**src/rtl/force_frame_encoder_top_defines.svh**
```systemverilog
// ----------------------------------------------------------------------------
// Force frame encoder: assertion macros
// Shared check macros. Define NO_ASSERTIONS to compile them out.
// ----------------------------------------------------------------------------
`ifndef FORCE_FRAME_ENCODER_TOP_DEFINES_SVH
`define FORCE_FRAME_ENCODER_TOP_DEFINES_SVH

`ifndef NO_ASSERTIONS
// same-cycle implication, sampled on clk, off while rst_n is low
`define FFE_ASSERT_IMPLY(lbl, ante, cons) \
  lbl: assert property (@(posedge clk) disable iff (!rst_n) (ante) |-> (cons)) \
    else $error("ffe: same-cycle check failed");
// next-cycle implication
`define FFE_ASSERT_NEXT(lbl, ante, cons) \
  lbl: assert property (@(posedge clk) disable iff (!rst_n) (ante) |=> (cons)) \
    else $error("ffe: next-cycle check failed");
`else
`define FFE_ASSERT_IMPLY(lbl, ante, cons)
`define FFE_ASSERT_NEXT(lbl, ante, cons)
`endif

`endif

```
**src/rtl/ffe_pkg.sv**
```systemverilog
// ----------------------------------------------------------------------------
// Force frame encoder package
// Frame constants, field widths and the frame type.
// ----------------------------------------------------------------------------
package ffe_pkg;

  localparam int FORCE_W    = 21;
  localparam int MAG_W      = 20;
  localparam int BYTE_W     = 8;
  localparam int DIG_W      = 7;
  localparam int NUM_FORCES = 3;
  localparam int FRAME_LEN  = 15;
  localparam int CNT_W      = 4;

  localparam logic [MAG_W-1:0]  MAG_MAX    = 20'd999999;
  localparam logic [BYTE_W-1:0] SOF_BYTE   = 8'h7B;
  localparam logic [BYTE_W-1:0] ZERO_BYTE  = 8'h00;
  localparam logic [BYTE_W-1:0] CMD_BYTE   = 8'h11;
  localparam logic [BYTE_W-1:0] EOF_BYTE   = 8'h7D;

  // frame positions
  localparam int POS_DIG0 = 3;
  localparam int POS_TAG  = 12;
  localparam int POS_CK   = 13;
  localparam logic [CNT_W-1:0] POS_LAST = 4'd14;

  typedef logic [BYTE_W-1:0] byte_t;
  typedef logic [FRAME_LEN-1:0][BYTE_W-1:0] frame_t;

endpackage

```
**src/rtl/ffe_encode_pipe.sv**
```systemverilog
// ----------------------------------------------------------------------------
// Force frame encoder: encode pipeline
// Seven-stage pipeline from forces to a complete 15-byte frame.
// ----------------------------------------------------------------------------
`include "force_frame_encoder_top_defines.svh"

module ffe_encode_pipe (
  input  logic                               clk,
  input  logic                               rst_n,
  input  logic                               in_valid,
  output logic                               in_ready,
  input  logic signed [ffe_pkg::FORCE_W-1:0] force_a,
  input  logic signed [ffe_pkg::FORCE_W-1:0] force_b,
  input  logic signed [ffe_pkg::FORCE_W-1:0] force_c,
  input  logic        [ffe_pkg::BYTE_W-1:0]  sort_tag,
  output logic                               frm_valid,
  input  logic                               frm_ready,
  output ffe_pkg::frame_t                    frm_data
);

  localparam int NSTG  = 7;
  localparam int NF    = ffe_pkg::NUM_FORCES;
  localparam int FW    = ffe_pkg::FORCE_W;
  localparam int MW    = ffe_pkg::MAG_W;
  localparam int DW    = ffe_pkg::DIG_W;
  localparam int BW    = ffe_pkg::BYTE_W;
  localparam int QW    = 14;
  localparam int SUM_W = 11;
  localparam int QS_W  = 4;

  // reciprocal constants for exact divide by 100 over each value range
  localparam logic [20:0]      RCP_MAG = 21'd1342178;  // 2^27 / 100, rounded up
  localparam logic [QW-1:0]    RCP_Q   = 14'd10486;    // 2^20 / 100, rounded up
  localparam logic [SUM_W-1:0] RCP_SUM = 11'd1311;     // 2^17 / 100, rounded up

  typedef logic [2:0][BW-1:0] grp_t;  // hi, mid, lo

  // pipeline control
  logic [NSTG-1:0] vld_r;
  logic [NSTG-1:0] adv;
  logic [NSTG-1:0] vld_in;

  always_comb begin
    adv[NSTG-1] = !vld_r[NSTG-1] || frm_ready;
    for (int k = NSTG - 2; k >= 0; k--) begin
      adv[k] = !vld_r[k] || adv[k+1];
    end
  end

  assign vld_in    = {vld_r[NSTG-2:0], in_valid};
  assign in_ready  = adv[0];
  assign frm_valid = vld_r[NSTG-1];

  always_ff @(posedge clk) begin
    if (!rst_n) begin
      vld_r <= '0;
    end else begin
      for (int k = 0; k < NSTG; k++) begin
        if (adv[k]) begin
          vld_r[k] <= vld_in[k];
        end
      end
    end
  end

  // stage 1: sign and saturated magnitude
  logic signed [FW-1:0] f_in  [NF];
  logic        [FW-1:0] s1_abs[NF];
  logic        [NF-1:0] s1_neg_r;
  logic        [MW-1:0] s1_mag_r[NF];
  logic        [BW-1:0] s1_tag_r;

  assign f_in[0] = force_a;
  assign f_in[1] = force_b;
  assign f_in[2] = force_c;

  always_comb begin
    for (int l = 0; l < NF; l++) begin
      s1_abs[l] = f_in[l][FW-1] ? (FW'(0) - unsigned'(f_in[l])) : unsigned'(f_in[l]);
    end
  end

  always_ff @(posedge clk) begin
    if (adv[0]) begin
      for (int l = 0; l < NF; l++) begin
        s1_neg_r[l] <= f_in[l][FW-1];
        s1_mag_r[l] <= (s1_abs[l] > FW'(ffe_pkg::MAG_MAX)) ? ffe_pkg::MAG_MAX
                                                           : s1_abs[l][MW-1:0];
      end
      s1_tag_r <= sort_tag;
    end
  end

  // stage 2: q = mag / 100
  logic [40:0]   s2_prod[NF];
  logic [NF-1:0] s2_neg_r;
  logic [MW-1:0] s2_mag_r[NF];
  logic [QW-1:0] s2_q_r[NF];
  logic [BW-1:0] s2_tag_r;

  always_comb begin
    for (int l = 0; l < NF; l++) begin
      s2_prod[l] = 41'(s1_mag_r[l]) * 41'(RCP_MAG);
    end
  end

  always_ff @(posedge clk) begin
    if (adv[1]) begin
      for (int l = 0; l < NF; l++) begin
        s2_mag_r[l] <= s1_mag_r[l];
        s2_q_r[l]   <= s2_prod[l][40:27];
      end
      s2_neg_r <= s1_neg_r;
      s2_tag_r <= s1_tag_r;
    end
  end

  // stage 3: lo = mag - 100q, hi = q / 100
  logic [27:0]   s3_prod[NF];
  logic [MW-1:0] s3_qx100[NF];
  logic [NF-1:0] s3_neg_r;
  logic [QW-1:0] s3_q_r[NF];
  logic [DW-1:0] s3_hi_r[NF];
  logic [DW-1:0] s3_lo_r[NF];
  logic [BW-1:0] s3_tag_r;

  always_comb begin
    for (int l = 0; l < NF; l++) begin
      s3_prod[l]  = 28'(s2_q_r[l]) * 28'(RCP_Q);
      s3_qx100[l] = MW'(s2_q_r[l]) * MW'(100);
    end
  end

  always_ff @(posedge clk) begin
    if (adv[2]) begin
      for (int l = 0; l < NF; l++) begin
        s3_q_r[l]  <= s2_q_r[l];
        s3_hi_r[l] <= s3_prod[l][26:20];
        s3_lo_r[l] <= DW'(s2_mag_r[l] - s3_qx100[l]);
      end
      s3_neg_r <= s2_neg_r;
      s3_tag_r <= s2_tag_r;
    end
  end

  // stage 4: mid = q - 100 hi, digit bytes
  logic [QW-1:0] s4_hix100[NF];
  grp_t          s4_dig_r[NF];
  logic [BW-1:0] s4_tag_r;

  always_comb begin
    for (int l = 0; l < NF; l++) begin
      s4_hix100[l] = QW'(s3_hi_r[l]) * QW'(100);
    end
  end

  always_ff @(posedge clk) begin
    if (adv[3]) begin
      for (int l = 0; l < NF; l++) begin
        s4_dig_r[l][0] <= {s3_neg_r[l], s3_hi_r[l]};
        s4_dig_r[l][1] <= {1'b0, DW'(s3_q_r[l] - s4_hix100[l])};
        s4_dig_r[l][2] <= {1'b0, s3_lo_r[l]};
      end
      s4_tag_r <= s3_tag_r;
    end
  end

  // stage 5: byte sum over frame bytes 1..12
  logic [SUM_W-1:0] s5_sum;
  grp_t             s5_dig_r[NF];
  logic [BW-1:0]    s5_tag_r;
  logic [SUM_W-1:0] s5_sum_r;

  always_comb begin
    s5_sum = SUM_W'(ffe_pkg::ZERO_BYTE) + SUM_W'(ffe_pkg::CMD_BYTE) + SUM_W'(s4_tag_r);
    for (int l = 0; l < NF; l++) begin
      s5_sum = s5_sum + SUM_W'(s4_dig_r[l][0]) + SUM_W'(s4_dig_r[l][1])
             + SUM_W'(s4_dig_r[l][2]);
    end
  end

  always_ff @(posedge clk) begin
    if (adv[4]) begin
      s5_dig_r <= s4_dig_r;
      s5_tag_r <= s4_tag_r;
      s5_sum_r <= s5_sum;
    end
  end

  // stage 6: sum / 100
  logic [21:0]      s6_prod;
  grp_t             s6_dig_r[NF];
  logic [BW-1:0]    s6_tag_r;
  logic [SUM_W-1:0] s6_sum_r;
  logic [QS_W-1:0]  s6_qs_r;

  assign s6_prod = 22'(s5_sum_r) * 22'(RCP_SUM);

  always_ff @(posedge clk) begin
    if (adv[5]) begin
      s6_dig_r <= s5_dig_r;
      s6_tag_r <= s5_tag_r;
      s6_sum_r <= s5_sum_r;
      s6_qs_r  <= s6_prod[20:17];
    end
  end

  // stage 7: checksum = sum mod 100
  logic [SUM_W-1:0] s7_qsx100;
  grp_t             s7_dig_r[NF];
  logic [BW-1:0]    s7_tag_r;
  logic [DW-1:0]    s7_ck_r;

  assign s7_qsx100 = SUM_W'(s6_qs_r) * SUM_W'(100);

  always_ff @(posedge clk) begin
    if (adv[6]) begin
      s7_dig_r <= s6_dig_r;
      s7_tag_r <= s6_tag_r;
      s7_ck_r  <= DW'(s6_sum_r - s7_qsx100);
    end
  end

  // frame assembly
  always_comb begin
    frm_data    = '0;
    frm_data[0] = ffe_pkg::SOF_BYTE;
    frm_data[1] = ffe_pkg::ZERO_BYTE;
    frm_data[2] = ffe_pkg::CMD_BYTE;
    for (int l = 0; l < NF; l++) begin
      for (int j = 0; j < 3; j++) begin
        frm_data[ffe_pkg::POS_DIG0 + 3 * l + j] = s7_dig_r[l][j];
      end
    end
    frm_data[ffe_pkg::POS_TAG]       = s7_tag_r;
    frm_data[ffe_pkg::POS_CK]        = {1'b0, s7_ck_r};
    frm_data[ffe_pkg::FRAME_LEN - 1] = ffe_pkg::EOF_BYTE;
  end

  // checks
  `FFE_ASSERT_IMPLY(a_stall_only_when_full, !in_ready, &vld_r)
  `FFE_ASSERT_IMPLY(a_ck_range, frm_valid, s7_ck_r < 7'd100)
  for (genvar g = 0; g < NF; g++) begin : g_chk
    `FFE_ASSERT_IMPLY(a_digit_range, vld_r[3], s4_dig_r[g][0][DW-1:0] < 7'd100 && s4_dig_r[g][1] < 8'd100 && s4_dig_r[g][2] < 8'd100)
  end

endmodule

```
**config.mk**
```make
export PLATFORM = sky130hd
export DESIGN_NAME = ffe_encode_pipe
export DESIGN_NICKNAME = d
export VERILOG_FILES = /design/src/rtl/ffe_pkg.sv /design/src/rtl/ffe_encode_pipe.sv
export VERILOG_INCLUDE_DIRS = /design/src /design/src/rtl
export SDC_FILE = /design/constraint.sdc
export NUM_CORES = 2
export LEC_CHECK = 0
export BUFFER_PORTS_ARGS = -buffer_cell sky130_fd_sc_hd__buf_4
export CAP_MARGIN = 0
export CELL_PAD_IN_SITES_DETAIL_PLACEMENT = 0
export CELL_PAD_IN_SITES_GLOBAL_PLACEMENT = 1
export CORE_MARGIN = 8
export CORE_UTILIZATION = 40
export DETAILED_ROUTE_END_ITERATION = 6
export PLACE_DENSITY = 0.68
export SYNTH_ARGS = -nofsm -noshare
export SYNTH_HDL_FRONTEND = slang
export SYNTH_SLANG_ARGS = --single-unit
```
**constraint.sdc**
```tcl
create_clock -name clk -period 8.1 [get_ports clk]
set_input_delay 1.215 -clock clk [delete_from_list [all_inputs] [get_ports clk]]
set_output_delay 1.215 -clock clk [all_outputs]
set_load 0.005 [all_outputs]
```
# Yosys cells after proc, flatten, opt, wreduce, memory -nomap -nowiden
# Memories as Yosys holds them, arrays and structs flattened. A register that Yosys moved wholly into a read port is not among the register bits.
# Index checks and enable logic that the tools add are counted.
# classes
magnitude_cmp	3
mul	14
add_sub_neg	20
mux	12
n_reduce_logical	14
# op_table
cell	count
multiplier 20 x 20 -> 40 bit, second input constant	3
multiplier 14 x 13 -> 26 bit, second input constant	3
greater-than comparator 21 x 20 -> 1 bit, second input constant	3
two-way mux 21 bit	3
subtractor 1 x 21 -> 21 bit, first input constant	3
two-way mux 20 bit	3
adder 11 x 7 -> 11 bit	5
subtractor 7 bit	7
multiplier 14 x 5 -> 5 bit, second input constant	3
adder 11 x 8 -> 11 bit	2
multiplier 11 x 11 -> 21 bit, second input constant	1
multiplier 7 x 5 -> 5 bit, second input constant	3
adder 10 x 7 -> 11 bit	1
adder 9 x 8 -> 10 bit	1
adder 5 x 8 -> 9 bit, first input constant	1
zero test 1 bit	7
logical OR 1 bit	7
two-way mux 1 bit	6
multiplier 4 x 5 -> 5 bit, second input constant	1
# totals
n_memories	6
output_inout_bits	122
ramBits	246
input_bits	75
wordCells	123
reg_bits	344
# memory_table
memory	depth	width	rd	rd_ports_with_merged_regs	write_ports	line	text
s1_mag_r	3	20	3	0	3	ffe_encode_pipe.sv:70	logic [MW-1:0] s1_mag_r[NF];
s2_mag_r	3	20	3	0	3	ffe_encode_pipe.sv:97	logic [MW-1:0] s2_mag_r[NF];
s2_q_r	3	14	3	0	3	ffe_encode_pipe.sv:98	logic [QW-1:0] s2_q_r[NF];
s3_q_r	3	14	3	0	3	ffe_encode_pipe.sv:122	logic [QW-1:0] s3_q_r[NF];
s3_hi_r	3	7	3	0	3	ffe_encode_pipe.sv:123	logic [DW-1:0] s3_hi_r[NF];
s3_lo_r	3	7	3	3	3	ffe_encode_pipe.sv:124	logic [DW-1:0] s3_lo_r[NF];

# Longest topological paths before layout
# depth
depth_word	10
depth_mapped	23
ltp_nobuf	23

# Worst setup path after synthesis
# Ideal clock, no wire load.
# synth_path
path_type	flip-flop to flip-flop
start	memory s1_mag_r[0][53] (netlist bit)
end	memory s2_q_r[2][6], in the netlist s2_q_r[0][34], data pin
path_stages_with_launch	22
slack_ps	1965
setup_ps	259
period_less_slack_ps	6135
required_ps	7841
t_arrival_ps	5877
cell_sequence	edfxtp_1 > ha_1 > inv_1 > fa_1 > fa_1 > fa_1 > inv_1 > fa_1 > fa_1 > inv_1 > fa_1 > inv_1 > ha_1 > a21oi_1 > o2111ai_1 > a2111oi_0 > o41ai_1 > a31oi_1 > nor2b_1 > or2_2 > a21oi_1 > xnor2_1
# synth_rtl
item	line
start: declaration	ffe_encode_pipe.sv:70
end: declaration	ffe_encode_pipe.sv:98

==> flow_metrics.py <==
metrics = {
    "routing": {
        "ant_nets": 0,
        "drt_iter0_drc": 1368,
        "vias_per_cell": 4.60,
        "drt_wl_total_mm": 116,
        "drt_pass1_iterations": 4,
        "wl_per_cell_microns": 16.9,
        "drc": 0,
        "vias": 31600,
    },
    "clock_tree": {
        "cts.repair.resized": 0,
        "cts.htree.levels": 3,
        "cts_num_sinks": 551,
        "clock_latency_ns": 0.64,
        "max-clock-path-buffers": 3,
        "cts_tree": "done",
        "cts_setup_buffers": 0,
        "cts_root_buffer": "clkbuf_16",
        "cts_buffers": 66,
        "hold_buffers": 0,
        "clk_pin_slew_worst_paths_ns": 0.06,
    },
    "floorplanning": {
        "initial_core_util": 0.402,
        "die_y_microns": 390,
        "core-area_sq_um": 139000,
        "row_count": 137,
        "pin_count": 197,
        "die_w_microns": 390,
        "die_area_sq_um": 152000,
    },
    "grt": {
        "first_global_vias": 34300,
        "grtUsageTotal": 0.156,
        "grt_max_degree": 75,
        "overflow": 0,
        "grt_pass1_wl_mm": 188,
        "antenna_found_initial": 2,
    },
    "timing": {
        "period_share": 0.841,
        "finClkSkew_ns": 0.0269,
        "final_hold_viol_count": 0,
        "maxSlewHeadroom": 0.276,
        "setup_viol": 0,
        "whs_ns": 0.412,
        "fmax_mhz": 147,
        "setup_slack_ns": 1.29,
        "worst_pin_slew_ns": 1.09,
        "drv_slew": 0,
        "period_needed_ns": 6.81,
        "fin_tns_setup_ns": 0,
        "rsz0062_at_grt": "false",
    },
    "logic_synthesis": {
        "yosys.area_share.adder": 0.498,
        "post_synth_mux_area_share": 0.000179,
        "ys_async_sr_fraction": 0,
        "netlist_area_sq_um": 56000,
        "synth-seq-area-share": 0.294,
        "synth_compound_area_frac": 0.0414,
        "synthCells": 4735,
        "ys_types": 86,
        "ys.warnings.count": 0,
        "synthSimpleGateAreaFrac": 0.0369,
        "synth_seq_cells": 551,
        "synth_ff_type": "edfxtp_1",
        "synth_top_family_by_area": "adder cells",
        "synth-xor-area-share": 0.0287,
        "synth-edff-count": 544,
        "syn_area_per_cell_sq_um": 11.8,
    },
    "placed_design": {
        "post_dp_cell_area_sq_um": 59400,
        "dp.final_hpwl_mm": 97.7,
        "io_buffers": 157,
        "place_ws_ns": 1.31,
        "place_congestion": 0.845,
    },
    "final_layout": {
        "mostFrequentLayoutCell": "inv_1",
        "num-nets-final": 6817,
        "area_growth_pct": 9.95,
        "final_cell_mix": "inv_1 (1387), ha_1 (1084), fa_1 (717)",
        "fin_area_sq_um": 61600,
        "drive_above_1_share": 0.0601,
    },
    "critical_path": {
        "criticalPathCategory": "reg -> reg",
        "reg2reg_slack_ns": 1.29,
        "startpoint": "s1_mag_r[0][50]$_SDFFCE_PN0P_",
        "r2r_cells": 21,
        "max_stage_delay_ns": 0.63,
        "timing.rr.end": "s2_q_r[0][40]$_DFFE_PP_",
        "cp_top_family": "adder cells",
        "worst-path-buf-inv": 4,
        "crit_arrival_ns": 7.19,
        "cp_cell_sequence": "ha_1 -> inv_1 -> fa_1 -> fa_1 -> fa_1 -> inv_1 -> fa_1 -> fa_1 -> inv_1 -> fa_1 -> inv_1 -> ha_1 -> nand2_1 -> o21ai_0 -> a211oi_1 -> o41ai_1 -> nand3_1 -> a311oi_1 -> o21a_1 -> nor2_1 -> xnor2_1",
        "r2r_start": "s1_mag_r[0][50]$_SDFFCE_PN0P_",
        "path_depth": 21,
        "critPathLaunchType": "register",
        "cp_max_fo": 9,
        "cpMostUsedCell": "fa_1",
        "worstSetupEndpoint": "s2_q_r[0][40]$_DFFE_PP_",
        "end_kind": "register",
        "required_ns": 8.48,
        "worst_path_max_delay_cell": "edfxtp_1",
    },
    "min_path": {
        "hp-class": "reg -> reg",
        "hold_start": "s5_dig_r[59]$_DFFE_PP_",
    },
    "flow_run": {
        "maxCapViolations": 0,
    },
    "status": {
        "status": "finished, final reports clean",
    },
}
## layout make-up
| type | instances | area [sq um] |
|---|---|---|
| clock inverter | 39 | 464 |
| fill | 13100 | 77600 |
| sequential | 551 | 16500 |
| inverter | 1391 | 5230 |
| tap | 1876 | 2350 |
| clock buffer | 80 | 1760 |
| timing repair buffer | 164 | 1230 |
| antenna | 1 | 2.50 |
| multi-input combinational | 2767 | 34100 |
## state kept, by name, summed over array words and instances (netlist names), 11 cells and up
signal and count:
s3_hi_r 21, s1_mag_r 60, s6_dig_r 66, s3_lo_r 21, frm_data 66, s5_dig_r 66, s3_q_r 21, s2_q_r 42
s5_sum_r 11, s2_mag_r 21, s4_dig_r 66
## per-layer routing
layer  GRT usage  vias up  wire length, microns
met5           0        -                     0
met4      0.0321        0                  2290
met3      0.0229      105                  4130
met2       0.247      433                 51300
met1       0.227    15500                 58100
li1            -    15600                     -
## kinds of logic (layout without fill, tap and decap cells)
logic type               after synthesis  after routing
adder cells (fa/ha/maj)             1801           1801
XOR/XNOR                             183            183
other                                  2             40
buffers and inverters               1454           1674
AO/OA/AOI/OAI                        352            352
AND/OR/NAND/NOR                      391            391
flip-flops                           551            551
multiplexers                           1              1
## worst min-delay path by stage
stage | to | cells past startpoint
detailed placement | frm_data[25]$_DFFE_PP_ | 0
finish | s6_dig_r[59]$_DFFE_PP_ | 0
CTS | s2_tag_r[3]$_DFFE_PP_ | 0
global placement | s6_dig_r[69]$_DFFE_PP_ | 0
floorplan | frm_data[24]$_DFFE_PP_ | 0
global route | s6_dig_r[59]$_DFFE_PP_ | 0
## metrics by stage
step / cells / util
floorplan: 4772 / -
global route: 6869 / 0.443
global placement: 6749 / 0.427
detailed placement: 6749 / 0.427
CTS: 6868 / 0.442
finish: 6869 / 0.443
## cells in the mapped netlist, types with 6 or more instances
library cell	instances	area (sq um)
edfxtp_1	544	16300
nand2_1	96	360
o2111ai_1	6	52.6
a31oi_1	8	50.1
xor2_1	59	517
fa_1	717	14400
clkbuf_1	19	71.3
o31ai_1	13	97.6
buf_4	39	293
inv_1	1391	5220
dfxtp_1	7	140
o21bai_1	9	67.6
nand4_1	18	113
nand2b_1	17	106
ha_1	1084	13600
nand3_1	24	120
nor3_1	35	175
a211oi_1	11	82.6
o21a_1	16	120
or3_1	19	119
nor2_1	77	289
a21o_1	50	375
xnor2_1	123	1080
and2_1	16	100
o21ai_0	63	315
a21oi_1	105	526
and3_1	12	75.1
nor2b_1	19	119
nor4_1	11	68.8
Power is not shown: default switching activity piles up to over one toggle a cycle in this logic, so the estimate is an artifact.
